<file path="config.mk">
export PLATFORM = sky130hd
export DESIGN_NAME = bdq_mac
export DESIGN_NICKNAME = d
export VERILOG_FILES = /design/src/rtl/bdq_pkg.sv /design/src/rtl/bdq_mac.sv
export SDC_FILE = /design/constraint.sdc
export NUM_CORES = 2
export LEC_CHECK = 0
export BUFFER_PORTS_ARGS = -buffer_cell sky130_fd_sc_hd__buf_4
export CAP_MARGIN = 20
export CORE_ASPECT_RATIO = 0.6
export CORE_UTILIZATION = 53
export CTS_CLUSTER_SIZE = 8
export DETAILED_ROUTE_END_ITERATION = 16
export GPL_TIMING_DRIVEN = 0
export PLACE_DENSITY = 0.72
export SLEW_MARGIN = 20
export SYNTH_ARGS = -nofsm -noshare
export SYNTH_HDL_FRONTEND = slang
export SYNTH_SLANG_ARGS = --single-unit
</file>
<file path="constraint.sdc">
create_clock -name clk -period 8.8 [get_ports clk]
set_input_delay 1.32 -clock clk [delete_from_list [all_inputs] [get_ports clk]]
set_output_delay 1.32 -clock clk [all_outputs]
set_load 0.005 [all_outputs]
</file>
<file path="src/rtl/bdq_pkg.sv">
// shared types, constants and register codes of the biquad decimator
package bdq_pkg;

	localparam int MaxChannelsDef  = 8;
	localparam int FilterStagesDef = 4;
	localparam int CoefBitsDef     = 21;

	localparam int CfgAddrW = 3;
	localparam int CfgDataW = 63;

	localparam logic [31:0] DefaultSeed = 32'h6d2b_79f5;

	localparam logic [CfgAddrW-1:0] RegFactor   = 3'd0;
	localparam logic [CfgAddrW-1:0] RegChannels = 3'd1;
	localparam logic [CfgAddrW-1:0] RegSeed     = 3'd2;
	localparam logic [CfgAddrW-1:0] RegStage1   = 3'd3;
	localparam logic [CfgAddrW-1:0] RegStage2   = 3'd4;
	localparam logic [CfgAddrW-1:0] RegStage3   = 3'd5;
	localparam logic [CfgAddrW-1:0] RegStage4   = 3'd6;

	typedef enum logic [2:0] {
		ST_IDLE,
		ST_FILT,
		ST_QA,
		ST_QB,
		ST_QC
	} state_t;

	typedef struct packed {
		logic re;
		logic we;
		logic clr;
	} hist_ctl_t;

	typedef struct packed {
		logic load;
		logic dbl;
		logic neg;
		logic clr;
		logic add;
	} mac_ctl_t;

	typedef struct packed {
		logic first;
		logic second;
		logic seed_load;
	} dith_ctl_t;

endpackage

</file>
<file path="src/rtl/bdq_mac.sv">
// shared multiply-accumulate with rounding and saturation to q4.28
module bdq_mac #(
	parameter int COEF_BITS = 21
) (
	input  logic                        clk,
	input  bdq_pkg::mac_ctl_t           ctl,
	input  logic signed [COEF_BITS-1:0] coef,
	input  logic signed [31:0]          data,
	output logic signed [31:0]          y
);

	localparam int PW    = COEF_BITS + 34;
	localparam int ACC_W = COEF_BITS + 36;
	localparam int FRAC  = COEF_BITS - 2;
	localparam int SH_W  = ACC_W - FRAC;

	logic signed [COEF_BITS+31:0] prod;
	logic signed [PW-1:0]         term;
	logic signed [PW-1:0]         prod_s1;
	logic signed [ACC_W-1:0]      acc_q;
	logic signed [ACC_W-1:0]      rnd;
	logic signed [SH_W-1:0]       shf;
	logic [SH_W-32:0]             hi;

	assign prod = coef * data;

	always_comb begin
		term = PW'(prod);
		if (ctl.dbl) begin
			term = term <<< 1;
		end
		if (ctl.neg) begin
			term = -term;
		end
	end

	always_ff @(posedge clk) begin
		if (ctl.load) begin
			prod_s1 <= term;
		end
		if (ctl.clr) begin
			acc_q <= '0;
		end else if (ctl.add) begin
			acc_q <= acc_q + ACC_W'(prod_s1);
		end
	end

	// round half up then floor
	assign rnd = acc_q + (ACC_W'(1) <<< (FRAC - 1));
	assign shf = SH_W'(rnd >>> FRAC);
	assign hi  = shf[SH_W-1:31];

	always_comb begin
		if ((&hi) || !(|hi)) begin
			y = shf[31:0];
		end else if (shf[SH_W-1]) begin
			y = 32'sh8000_0000;
		end else begin
			y = 32'sh7fff_ffff;
		end
	end

endmodule

</file>
==> results.toml <==
[final_layout]
diodes = 0
area_delta_synth_final_pct = 15.2
layout-drive-gt1-share = 0.150
fillers = 5641
fin_nets = 5330
final_cell_mix = "inv_1 (818), fa_1 (632), nand2_1 (524)"
mostFrequentLayoutCell = "inv_1"

[floorplan]
fp.dieW_um = 335
num_rows = 72
boundaryPins = 91
die_area_um2 = 67600
die_height_um = 202
coreArea_um2 = 65000
initial_core_util = 0.542

[global_route]
grtUsageTotal = 0.345
grt_pass1_vias = 30100
antenna_found_initial = 5
grt_pass1_wl_um = 177000
overflow = 0
grt_start_max_net_pins = 56

[setup_path]
cpMaxStageDelayCell = "fa_2"
required_ns = 8.93
cp_slowest_stage_delay_ns = 0.57
crit_arrival_ns = 9.46
cp_common_cell = "fa_1"
critPathCaptureType = "flop"
cp_max_fo = 8
setup.worst_path.class = "input port to flop"
ff2ff_setup_slack_ns = 4.37
cp-start-kind = "input port"

[drt]
drt_iter0_drc = 3194
num_vias = 30400
detail_route.wirelength_um = 114000
post_drt_wl_per_cell_um = 21.5
drc = 0
ant_nets = 0
drtPass1Iterations = 8
detail_route.vias_per_cell = 5.73

[cts]
clock_latency_ns = 0.38
cts_tree = "yes"
cts_buffers = 9
cts_sinks = 112
cts_max_path_buffers = 2
cts-root-buf = "clkbuf_16"
cts.clk_slew.worst_paths_ns = 0.08
htree_levels = 3

[sta]
drv_slew = 0
period_share = 1.06
setup_viol = 18
hold_viol_final = 0
max_freq_ghz = 0.107
min_period_ns = 9.33
tightest_slew_ns = 1.11
fin_skew_ns = 0.0108
fin_setup_tns_ns = -5.87
setup_slack_ns = -0.528
relSlewSlack = 0.258
rsz0062_at_grt = "true"

[logic_synthesis]
syn_area_um2 = 35200
syn_inst = 4213
synth-async-reset-ratio = 0
yosys_most_used_dff = "dfxtp_1"
synth_cell_types = 101
ys_seq_elements = 112
synth_area_per_cell_um2 = 8.36
synth_edf_count = 55
syn_nets = 5132
yosys_warnings = 0
yosysSeqAreaShare = 0.0793

[status]
violations = "setup timing"
run_status = "complete, but fails checks"

[min_path]
hold_path_class = "flop to flop"

[placed_design]
port_buffers = 87
dpl.hpwl_um = 92800
globalplace.congestion = 0.995
post-place-ws_ns = -1.66

[job]
maxCapViolCount = 0
==> worst paths after layout <==
kind               from     endpoint  depth (start not counted)
min            acc_q[6]     acc_q[6]                          2
min reg2reg    acc_q[6]     acc_q[6]                          2
max             coef[3]  prod_s1[50]                         32
max reg2reg  prod_s1[1]    acc_q[53]                         13
==> state kept, by name, indices dropped and copies added, names as in the netlist <==
register / cells
acc_q: 57
prod_s1: 55
==> area by class of cell <==
class / instances / area, µm² / share of cell area
Multi-Input combinational cell: 3035 / 29700 / 0.732
Inverter: 840 / 3170 / 0.0780
Sequential cell: 112 / 2790 / 0.0688
Buffer: 219 / 1890 / 0.0465
Timing Repair Buffer: 194 / 1650 / 0.0406
Tap cell: 888 / 1110 / 0.0274
Clock buffer: 9 / 225 / 0.00555
Clock inverter: 6 / 51.3 / 0.00126
==> critical path, delay by kind of cell <==
kind            cells  cell delay [ns]
compound gates      3             0.50
buf+inv            10             1.13
simple gates       11             2.65
fa+ha+maj           8             3.84
==> metrics by stage <==
stage | hold slack [ns] | cells | area [µm²] | util
detailed placement | 0.488 | 5188 | 37800 | 0.582
floorplan | 0.450 | 4213 | 36100 | -
global route | 0.514 | 5303 | 40600 | 0.624
global placement | 0.463 | 5188 | 37800 | 0.582
finish | 0.494 | 5303 | 40600 | 0.624
CTS | 0.500 | 5249 | 39400 | 0.606
==> routing by layer <==
metal,vias up,track usage,wire length [µm]
met5,-,0,298
met4,8,0.0603,2160
met3,165,0.145,16500
met2,1578,0.458,44300
met1,15100,0.522,51000
li1,13600,-,-
==> kinds of logic (layout without fill, tap and decap cells) <==
family / count (synthesis) / count (layout) / synth area share
multiplexers: 58 / 58 / 0.0165
adder cells (fa/ha/maj): 860 / 860 / 0.448
AO/OA/AOI/OAI: 625 / 625 / 0.118
flip-flops: 112 / 112 / 0.0793
XOR/XNOR: 154 / 154 / 0.0385
AND/OR/NAND/NOR: 1338 / 1338 / 0.185
buffers and inverters: 1066 / 1268 / 0.115
==> Yosys cell counts (58+ instances only) <==
cell type | number | area, µm²
nor2_1 | 227 | 852
inv_1 | 838 | 3150
fa_1 | 669 | 13400
xnor2_1 | 96 | 841
a21o_1 | 70 | 526
nand3_1 | 58 | 290
ha_1 | 191 | 2390
o21ai_0 | 134 | 671
nand2_1 | 530 | 1990
clkbuf_1 | 189 | 709
and2_1 | 287 | 1800
a21oi_1 | 143 | 716
==> timing repair <==
action,in CTS,in global routing
setup endpoints to repair,29,24
hold buffers,0,0
pin swaps,61,110
gates resized for setup,242,250
setup buffers,48,57
cloned,0,3
Power is left out: the tool's default activity adds up to more than one toggle a clock period on the data nets, which glitch-free logic cannot reach.
