==> config.mk <==
export PLATFORM = sky130hd
export DESIGN_NAME = bdq_dither
export DESIGN_NICKNAME = d
export VERILOG_FILES = /design/src/rtl/bdq_pkg.sv /design/src/rtl/bdq_dither.sv
export SDC_FILE = /design/constraint.sdc
export NUM_CORES = 1
export LEC_CHECK = 0
export BUFFER_PORTS_ARGS = -buffer_cell sky130_fd_sc_hd__buf_2
export CORE_UTILIZATION = 40
export CTS_CLUSTER_DIAMETER = 150
export DETAILED_ROUTE_END_ITERATION = 8
export MAX_ROUTING_LAYER = met4
export SLEW_MARGIN = 20
export SYNTH_ARGS = -nofsm -noshare
export SYNTH_HDL_FRONTEND = slang
export SYNTH_SLANG_ARGS = --single-unit
export TNS_END_PERCENT = 100
==> constraint.sdc <==
create_clock -name clk -period 7.8 [get_ports clk]
set_input_delay 0.78 -clock clk [delete_from_list [all_inputs] [get_ports clk]]
set_output_delay 0.78 -clock clk [all_outputs]
set_load 0.03 [all_outputs]
==> src/rtl/bdq_pkg.sv <==
// shared types, constants and register codes of the biquad decimator
package bdq_pkg;

	localparam int MaxChannelsDef  = 8;
	localparam int FilterStagesDef = 4;
	localparam int CoefBitsDef     = 21;

	localparam int CfgAddrW = 3;
	localparam int CfgDataW = 63;

	localparam logic [31:0] DefaultSeed = 32'h6d2b_79f5;

	localparam logic [CfgAddrW-1:0] RegFactor   = 3'd0;
	localparam logic [CfgAddrW-1:0] RegChannels = 3'd1;
	localparam logic [CfgAddrW-1:0] RegSeed     = 3'd2;
	localparam logic [CfgAddrW-1:0] RegStage1   = 3'd3;
	localparam logic [CfgAddrW-1:0] RegStage2   = 3'd4;
	localparam logic [CfgAddrW-1:0] RegStage3   = 3'd5;
	localparam logic [CfgAddrW-1:0] RegStage4   = 3'd6;

	typedef enum logic [2:0] {
		ST_IDLE,
		ST_FILT,
		ST_QA,
		ST_QB,
		ST_QC
	} state_t;

	typedef struct packed {
		logic re;
		logic we;
		logic clr;
	} hist_ctl_t;

	typedef struct packed {
		logic load;
		logic dbl;
		logic neg;
		logic clr;
		logic add;
	} mac_ctl_t;

	typedef struct packed {
		logic first;
		logic second;
		logic seed_load;
	} dith_ctl_t;

endpackage

==> src/rtl/bdq_dither.sv <==
// xorshift noise source, tpdf dither and 16-bit quantiser
module bdq_dither (
	input  logic                 clk,
	input  logic                 arst_n,
	input  bdq_pkg::dith_ctl_t   ctl,
	input  logic [31:0]          seed,
	input  logic signed [31:0]   y,
	output logic signed [15:0]   q
);

	logic [31:0]        noise_q;
	logic [31:0]        nxt;
	logic [23:0]        u1_q;
	logic signed [29:0] c;
	logic signed [44:0] cs_s1;
	logic signed [45:0] v_s2;
	logic signed [25:0] dt;
	logic [45:0]        mag;
	logic [17:0]        rq;

	function automatic logic [31:0] xs32(input logic [31:0] s);
		logic [31:0] t;
		t = s ^ (s << 13);
		t = t ^ (t >> 17);
		t = t ^ (t << 5);
		return t;
	endfunction

	assign nxt = xs32(noise_q);

	always_ff @(posedge clk or negedge arst_n) begin
		if (!arst_n) begin
			noise_q <= bdq_pkg::DefaultSeed;
		end else if (ctl.seed_load) begin
			noise_q <= (seed != 32'd0) ? seed : bdq_pkg::DefaultSeed;
		end else if (ctl.first || ctl.second) begin
			noise_q <= nxt;
		end
	end

	// clamp to +-1.0 in q4.28
	always_comb begin
		if (y > 32'sh1000_0000) begin
			c = 30'sh1000_0000;
		end else if (y < -32'sh1000_0000) begin
			c = -30'sh1000_0000;
		end else begin
			c = 30'(y);
		end
	end

	assign dt = signed'(26'(u1_q) + 26'(nxt[31:8]) - 26'h100_0000);

	always_ff @(posedge clk) begin
		if (ctl.first) begin
			u1_q  <= nxt[31:8];
			cs_s1 <= (45'(c) <<< 15) - 45'(c);
		end
		if (ctl.second) begin
			v_s2 <= 46'(cs_s1) + (46'(dt) <<< 4);
		end
	end

	// round half away from zero, saturate
	assign mag = v_s2[45] ? 46'(-v_s2) : 46'(v_s2);
	assign rq  = 18'((mag + 46'h800_0000) >> 28);

	always_comb begin
		if (v_s2[45]) begin
			q = (rq > 18'd32768) ? 16'sh8000 : 16'(-rq);
		end else begin
			q = (rq > 18'd32767) ? 16'sh7fff : 16'(rq);
		end
	end

endmodule
==> impl_metrics.py, run 1 <==
metrics = {
    "outcome": {
        "outcome": "finished clean",
    },
    "clock_network": {
        "cts_buffers": 17,
        "clk_latency_ns": 0.44,
        "postCtsSetupRepairBufs": 0,
        "cts_buffer_depth": 2,
        "cts_tree": "built",
        "hold_buffers": 0,
        "clk_pin_slew_worst_paths_ns": 0.08,
        "root_buffer": "clkbuf_16",
        "cts_resized": 0,
        "htree_levels": 4,
        "cts_sinks": 147,
    },
    "sta": {
        "finalCritPeriodShare_pct": 91.7,
        "max_freq_mhz": 140,
        "min_period_ns": 7.15,
        "setup_viol": 0,
        "setup_slack_ns": 0.649,
        "finClkSkew_ns": 0.0186,
        "finalHoldViolCount": 0,
        "rsz0062_at_grt": "no",
        "finalSetupTns_ns": 0,
        "drv_slew": 0,
        "relSlewSlack_pct": 37.1,
        "hold_ws_ns": 0.409,
        "worst_pin_slew_ns": 0.941,
    },
    "logic_synthesis": {
        "syn-num-nets": 1542,
        "syn_area_um2": 12500,
        "ys_seq_area_share_pct": 34.3,
        "synth_cells": 1369,
        "avgSynthCellArea_um2": 9.12,
        "synth.distinct_cells": 84,
        "synth_edf_count": 115,
        "synthArstFlopShare_pct": 21.8,
        "ys_warn_count": 0,
        "synth-seq-cells": 147,
        "synthFlopType": "edfxtp_1",
    },
    "setup_path": {
        "critPathKind": "reg2reg",
        "crit_path_start_kind": "register",
        "slowest_delay_ns": 0.60,
        "crit_required_ns": 7.98,
        "slowest_stage": "o41ai_1",
        "critPathArrivalTime_ns": 7.33,
        "r2r_slack_ns": 0.65,
        "path_max_fanout": 4,
        "worstSetupEndpointType": "register",
    },
    "final_layout": {
        "layout-drive-gt1-share_pct": 12.4,
        "antenna_cells": 0,
        "syn2layout_area_growth_pct": 11.8,
        "layout_common_cells": "123 x nor2_1, 118 x nand2_1, 116 x a21oi_1",
        "fillerInstances": 2942,
        "final_common_cell": "nor2_1",
        "fin_nets": 1619,
    },
    "routing": {
        "drtIter0Drc": 875,
        "topRoutingLayerUsed": "met4",
        "drt-pass1-iter-count": 5,
        "wl_met3_um": 1780,
        "wl_met2_um": 13500,
        "drc": 0,
        "via_count": 10400,
        "wirelength_um": 31500,
        "wl_per_cell_um": 17.0,
        "via_per_inst": 5.59,
        "detail-route-antenna-nets": 0,
        "met1Wirelength_um": 15600,
    },
    "floorplanning": {
        "start_util_pct": 40.7,
        "ioPinCount": 85,
        "die_width_um": 179,
        "die_y_um": 179,
        "die_area_um2": 31900,
        "core.rowCount": 64,
        "core_um2": 30700,
    },
    "placement": {
        "dp.final_hpwl_um": 24300,
        "dpl_worst_slack_ns": 0.795,
        "io_buffers": 84,
        "gp_congestion": 0.894,
    },
    "hold_path": {
        "hold_path_class": "in2async",
    },
    "grt": {
        "grt_antenna_before_repair": 0,
        "grt_usage_pct": 20.7,
        "grt_pass1_wl_um": 50000,
        "grt_max_degree": 66,
        "grt_pass1_vias": 9520,
        "grt-ovfl-total": 0,
    },
    "job": {
        "drv_cap": 0,
    },
}
==> sequential cells by signal (all words and copies together) (netlist names) <==
signal / count
noise_q: 32
u1_q: 24
v_s2: 46
cs_s1: 45
==> synth_stat cells, types with 15 or more instances <==
| cell | n | area share [%] |
|---|---|---|
| a21o_1 | 57 | 3.4 |
| a21oi_1 | 116 | 4.7 |
| a31oi_1 | 22 | 1.1 |
| and2_1 | 19 | 0.95 |
| clkbuf_1 | 31 | 0.93 |
| dfstp_2 | 20 | 4.2 |
| edfxtp_1 | 115 | 28 |
| ha_1 | 102 | 10 |
| inv_1 | 53 | 1.6 |
| nand2_1 | 118 | 3.5 |
| nand2b_1 | 15 | 0.75 |
| nand3_1 | 29 | 1.2 |
| nor2_1 | 123 | 3.7 |
| nor3_1 | 26 | 1.0 |
| nor4_1 | 22 | 1.1 |
| o21ai_0 | 60 | 2.4 |
| o22ai_1 | 20 | 1.0 |
| xnor2_1 | 112 | 7.9 |
| xor2_1 | 59 | 4.1 |
==> logic make-up (layout without fill, tap and decap cells) <==
| kind of cell | after synthesis | after routing | synth area share (%) |
|---|---|---|---|
| muxes | 11 | 11 | 0.882 |
| and+or+nand+nor | 441 | 441 | 17.8 |
| buffers and inverters | 96 | 186 | 3.16 |
| AOI/OAI and AO/OA | 398 | 398 | 21.2 |
| DFF | 147 | 147 | 34.3 |
| adders and majority gates | 104 | 104 | 10.5 |
| xor gates and xnor gates | 172 | 172 | 12.1 |
==> layer usage <==
metal  global-route usage, %  up-vias
met2                    30.3      272
met3                    4.26       32
met1                    28.6     4817
met5                       -        -
met4                    5.97        0
li1                        -     5245
==> final cells by class <==
type	count	area [um^2]	share of cell area, %
Multi-Input combinational cell	1126	7820	56.0
Sequential cell	147	4280	30.7
Timing Repair Buffer	100	541	3.87
Clock buffer	20	500	3.59
Tap cell	396	495	3.55
Inverter	54	203	1.45
Clock inverter	12	125	0.896
==> stage by stage <==
step	instance area, um^2	util, %	std cells
after floorplan	12500	-	1369
after global placement	13300	43.5	1823
after detailed placement	13300	43.5	1823
after CTS	14000	45.5	1855
after global routing	14000	45.5	1855
final	14000	45.5	1855
==> critical path, delay by kind of cell, from the launching register on <==
kind | cells | cell delay [ns]
AO/OA/AOI/OAI | 15 | 3.91
adder cells (fa/ha/maj) | 3 | 0.78
buffers and inverters | 1 | 0.07
AND/OR/NAND/NOR | 4 | 0.44
XOR/XNOR | 5 | 1.13
flip-flops | 1 | 0.57
==> worst paths after layout <==
path                       startpoint     endpoint  cells past startpoint
hold / removal                 arst_n  noise_q[15]                      1
setup reg to reg           noise_q[7]     v_s2[44]                     28
setup / recovery           noise_q[7]     v_s2[44]                     28
hold reg to reg              cs_s1[2]      v_s2[2]                      0
max in group asynchronous      arst_n  noise_q[10]                      1
min in group clk             cs_s1[2]      v_s2[2]                      0
Power of run 1 is not shown: default switching activity piles up to over one toggle a cycle in this logic, so the estimate is an artifact.
==> inputs of run 2 (changes only) <==
--- a/config.mk
+++ b/config.mk
@@ -9,6 +9,7 @@
 export CORE_UTILIZATION = 40
 export CTS_CLUSTER_DIAMETER = 150
 export DETAILED_ROUTE_END_ITERATION = 8
+export HOLD_SLACK_MARGIN = 0.08
 export MAX_ROUTING_LAYER = met4
 export SLEW_MARGIN = 20
 export SYNTH_ARGS = -nofsm -noshare
==> constraint.sdc (replaced) <==
create_clock -name clk -period 8.6 [get_ports clk]
set_input_delay 0.86 -clock clk [delete_from_list [all_inputs] [get_ports clk]]
set_output_delay 0.86 -clock clk [all_outputs]
set_load 0.03 [all_outputs]
==> run 2 against run 1 <==
  * Die area did not move
  * Wire length shrank 2.3%
  * Critical endpoint is now v_s2[41]
  * Fmax is 0.17% lower
  * Clock-buffer cell count fell by 2
  * Critical path type unchanged
  * First-iteration DRC count shrank 7.7%
  * Cell count decreased by 0.27%
  * Global-route usage decreased by 0.54 points
  * Core utilization shrank 0.38 points
  * Final area decreased by 0.82%
  * Hold slack better by 0.013 ns
  * Critical path depth unchanged
  * Sequential cell count unchanged
==> impl_metrics.py, run 2 (synthesized netlist as in run 1, its figures left out) <==
metrics = {
    "setup_path": {
        "critPathArrivalTime_ns": 7.33,
        "slowest_delay_ns": 0.59,
        "crit_buf_inv": 2,
        "worstSetupEndpointType": "register",
        "slowest_stage": "dfstp_2",
        "r2r-start": "noise_q[8]",
        "crit_required_ns": 8.77,
        "path_max_fanout": 16,
        "crit_path_start_kind": "register",
        "critPathKind": "reg2reg",
        "cp_top_family": "compound AO/OA/AOI/OAI gates",
        "crit_start": "noise_q[8]",
    },
    "sta": {
        "finalSetupTns_ns": 0,
        "max_freq_mhz": 140,
        "finalHoldViolCount": 0,
        "drv_slew": 0,
        "finClkSkew_ns": 0.0141,
        "finalCritPeriodShare_pct": 83.3,
        "min_period_ns": 7.16,
        "relSlewSlack_pct": 36.3,
        "worst_pin_slew_ns": 0.943,
        "setup_viol": 0,
        "rsz0062_at_grt": "no",
    },
    "routing": {
        "via_count": 10400,
        "detail-route-antenna-nets": 0,
        "drc": 0,
        "wirelength_um": 30800,
        "via_per_inst": 5.60,
        "drtIter0Drc": 808,
        "drt-pass1-iter-count": 5,
        "wl_per_cell_um": 16.6,
    },
    "floorplanning": {
        "die_y_um": 179,
        "start_util_pct": 40.7,
        "ioPinCount": 85,
        "core.rowCount": 64,
        "core_um2": 30700,
        "die_width_um": 179,
        "die_area_um2": 31900,
    },
    "grt": {
        "grt-ovfl-total": 0,
        "grt_pass1_vias": 9555,
        "grt_usage_pct": 20.1,
        "grt_antenna_before_repair": 0,
        "grt_max_degree": 76,
        "grt_pass1_wl_um": 49000,
    },
    "hold_path": {
        "min-delay-start": "cs_s1[3]",
        "hold_path_class": "reg2reg",
    },
    "clock_network": {
        "root_buffer": "clkbuf_16",
        "cts_sinks": 147,
        "hold_buffers": 0,
        "htree_levels": 4,
        "cts_tree": "built",
        "cts_buffers": 17,
        "clk_pin_slew_worst_paths_ns": 0.06,
        "postCtsSetupRepairBufs": 0,
        "clk_latency_ns": 0.43,
        "cts_resized": 0,
        "cts_buffer_depth": 2,
    },
    "final_layout": {
        "regMostFlops": "v_s2",
        "layout-drive-gt1-share_pct": 12.0,
        "largest_register_ffs": 46,
        "syn2layout_area_growth_pct": 10.9,
        "final_common_cell": "nor2_1",
        "fin_nets": 1614,
        "regArea_um2": 4280,
        "antenna_cells": 0,
        "layout_common_cells": "123 x nor2_1, 118 x nand2_1, 116 x a21oi_1",
        "biggestRegsByFlops": "v_s2: 46 flops, cs_s1: 45 flops, noise_q: 32 flops",
        "multi_input_area_um2": 7810,
        "fillerInstances": 2959,
    },
    "job": {
        "drv_cap": 0,
    },
    "placement": {
        "dp.final_hpwl_um": 23800,
        "gp_congestion": 0.884,
        "io_buffers": 84,
    },
    "outcome": {
        "outcome": "finished clean",
    },
}
[run 2: cell count changes in the layout (fill, tap and decap cells not counted), sizes merged]
cell | previous run | this run
buf | 100 | 95
bufinv | 1 | 0
clkbuf | 20 | 18
clkinv | 2 | 10
clkinvlp | 1 | 0
inv | 62 | 58
[run 2: stage by stage]
step	hold WS [ns]	cell area, um^2	cells	worst slack, ns	utilization, %
final	0.423	13800	1850	1.44	45.1
after global routing	0.439	13800	1850	0.807	45.1
after CTS	0.423	13800	1850	1.42	45.1
after detailed placement	0.408	13300	1818	1.45	43.3
after global placement	0.404	13300	1818	1.60	43.3
after floorplan	0.400	12500	1369	2.04	-
[run 2: worst paths after layout]
check	endpoint	slack, ns	depth (start not counted)
max	v_s2[41]	1.44	28
min	v_s2[3]	0.42	0
max reg2reg	v_s2[41]	1.44	28
min reg2reg	v_s2[3]	0.42	0
max in group asynchronous	noise_q[20]	7.65	1
min in group asynchronous	noise_q[15]	0.48	1
[run 2: layout make-up]
type | count | share of cell area, %
inverters | 54 | 1.46
well taps | 396 | 3.58
clock inverters | 14 | 0.732
repair buffers | 95 | 3.63
multi-input cells | 1126 | 56.4
flip-flops and latches | 147 | 30.9
clock buffers | 18 | 3.25
[run 2: worst reg2reg max path, delay by kind of cell, from the launching register on]
kind | cells | cell delay (ns)
buffers and inverters | 2 | 0.40
adders and majority gates | 2 | 0.63
and+or+nand+nor | 3 | 0.23
AOI/OAI and AO/OA | 17 | 3.89
DFF | 1 | 0.59
xor gates and xnor gates | 4 | 1.18
[run 2: metal layers]
layer | share of wire [%] | wire length (um) | global-route usage, %
met5 | 0 | 0 | -
met4 | 1.7 | 537 | 5.69
met3 | 4.5 | 1370 | 2.94
met2 | 43 | 13300 | 29.8
met1 | 51 | 15600 | 28.4
Power of run 2 is left out for the same reason.
==> inputs of run 3 (changes only) <==
==> constraint.sdc (replaced) <==
create_clock -name clk -period 7.3 [get_ports clk]
set_input_delay 0.73 -clock clk [delete_from_list [all_inputs] [get_ports clk]]
set_output_delay 0.73 -clock clk [all_outputs]
set_load 0.03 [all_outputs]
==> run 3 against run 2 <==
  * First-iteration DRC count down 6.7%
  * Clock-buffer cell count unchanged
  * Core utilization up 0.33 points
  * Highest routed layer unchanged
==> impl_metrics.py, run 3 (synthesized netlist as in run 1, its figures left out) <==
metrics = {
    "grt": {
        "grt-ovfl-total": 0,
        "grt.busiest_layer": "met2",
        "use_met2_pct": 31.0,
        "use_met3_pct": 3.50,
        "grtUsageMet1_pct": 29.1,
        "grt_max_degree": 65,
        "grt_pass1_wl_um": 50100,
        "grt_usage_pct": 20.8,
        "grt_antenna_before_repair": 0,
        "grt_pass1_vias": 9642,
    },
    "placement": {
        "io_buffers": 84,
        "dp.final_hpwl_um": 24600,
        "place_area_um2": 13400,
        "gp_congestion": 0.896,
    },
    "final_layout": {
        "layout-drive-gt1-share_pct": 12.8,
        "fillerInstances": 2948,
        "largest_register_ffs": 46,
        "layout_common_cells": "123 x nor2_1, 118 x nand2_1, 115 x a21oi_1, 115 x edfxtp_1, 112 x xnor2_1",
        "regArea_um2": 4280,
        "fin_nets": 1625,
        "antenna_cells": 0,
        "multi_input_area_um2": 7820,
        "biggestRegsByFlops": "v_s2: 46 flops, cs_s1: 45 flops, noise_q: 32 flops",
        "final_area_um2": 13900,
        "final_common_cell": "nor2_1",
        "syn2layout_area_growth_pct": 11.7,
        "regMostFlops": "v_s2",
        "final_core_util_pct": 45.5,
    },
    "floorplanning": {
        "die_area_um2": 31900,
        "die_y_um": 179,
        "core.rowCount": 64,
        "core_um2": 30700,
        "ioPinCount": 85,
        "start_util_pct": 40.7,
        "die_width_um": 179,
    },
    "setup_path": {
        "crit_required_ns": 6.57,
        "path_max_fanout": 16,
        "crit_path_start_kind": "register",
        "critPathKind": "reg2out",
        "critPathArrivalTime_ns": 6.10,
        "worstSetupEndpointType": "output port",
    },
    "sta": {
        "max_freq_mhz": 146,
        "relSlewSlack_pct": 28.8,
        "finClkSkew_ns": 0.0159,
        "finalHoldViolCount": 0,
        "rsz0062_at_grt": "no",
        "setup_viol": 0,
        "min_period_ns": 6.83,
        "drv_slew": 0,
        "worst_pin_slew_ns": 1.06,
        "finalSetupTns_ns": 0,
        "finalCritPeriodShare_pct": 93.5,
    },
    "routing": {
        "via_count": 10400,
        "drt-pass1-iter-count": 5,
        "drc": 0,
        "via_per_inst": 5.61,
        "wl_per_cell_um": 17.0,
        "wirelength_um": 31600,
        "drtIter0Drc": 754,
        "detail-route-antenna-nets": 0,
    },
    "hold_path": {
        "hold_path_class": "in2async",
    },
    "clock_network": {
        "clk_pin_slew_worst_paths_ns": 0.07,
        "root_buffer": "clkbuf_16",
        "cts_sinks": 147,
        "postCtsSetupRepairBufs": 0,
        "hold_buffers": 0,
        "cts_buffers": 17,
        "clk_latency_ns": 0.44,
        "cts_resized": 0,
        "htree_levels": 4,
        "cts_buffer_depth": 2,
        "cts_tree": "built",
    },
    "job": {
        "drv_cap": 0,
    },
    "outcome": {
        "outcome": "finished clean",
    },
}
[run 3: cell type report]
class / count / share of cell area (%)
inverters: 54 / 1.45
clock buffers: 18 / 3.15
repair buffers: 106 / 4.20
well taps: 396 / 3.55
multi-input cells: 1126 / 56.1
clock inverters: 14 / 0.870
flip-flops and latches: 147 / 30.7
[run 3: path summary, 6_finish.rpt]
| kind | from | endpoint | slack, ns | depth (start not counted) |
|---|---|---|---|---|
| max reg2reg | noise_q[8] | v_s2[41] | 0.60 | 27 |
| max in group asynchronous | arst_n | noise_q[22] | 6.46 | 1 |
| min | arst_n | noise_q[23] | 0.36 | 1 |
| max | v_s2[19] | q[1] | 0.47 | 18 |
| min reg2reg | cs_s1[2] | v_s2[2] | 0.41 | 0 |
| min in group clk | cs_s1[2] | v_s2[2] | 0.41 | 0 |
[run 3: routing by layer]
layer | vias up | part of all wire (%)
met1 | 4882 | 50
met5 | - | 0
met3 | 33 | 4.7
met2 | 282 | 44
met4 | 0 | 1.5
li1 | 5241 | -
[run 3: worst max-delay path: stages (launching register included)]
cell	delay, ns
edfxtp_1	0.36
nor4_1	0.77
nand4_1	0.17
buf_4	0.25
or2_1	0.30
o21ai_0	0.21
xnor2_1	0.14
ha_1	0.24
inv_1	0.12
or4_1	0.55
o211ai_2	0.22
nor4b_4	0.39
a21oi_1	0.12
a311o_1	0.35
xor2_1	0.31
and2_1	0.60
a31oi_1	0.16
a31o_1	0.22
buf_2	0.17
[run 3: metrics by stage]
stage / hold slack [ns] / cells / setup WS, ns
after global placement: 0.407 / 1829 / 0.456
final: 0.358 / 1861 / 0.474
after detailed placement: 0.407 / 1829 / 0.399
after floorplan: 0.400 / 1369 / 0.745
after CTS: 0.348 / 1861 / 0.357
after global routing: 0.397 / 1861 / 0.0188
Power of run 3 is left out for the same reason.
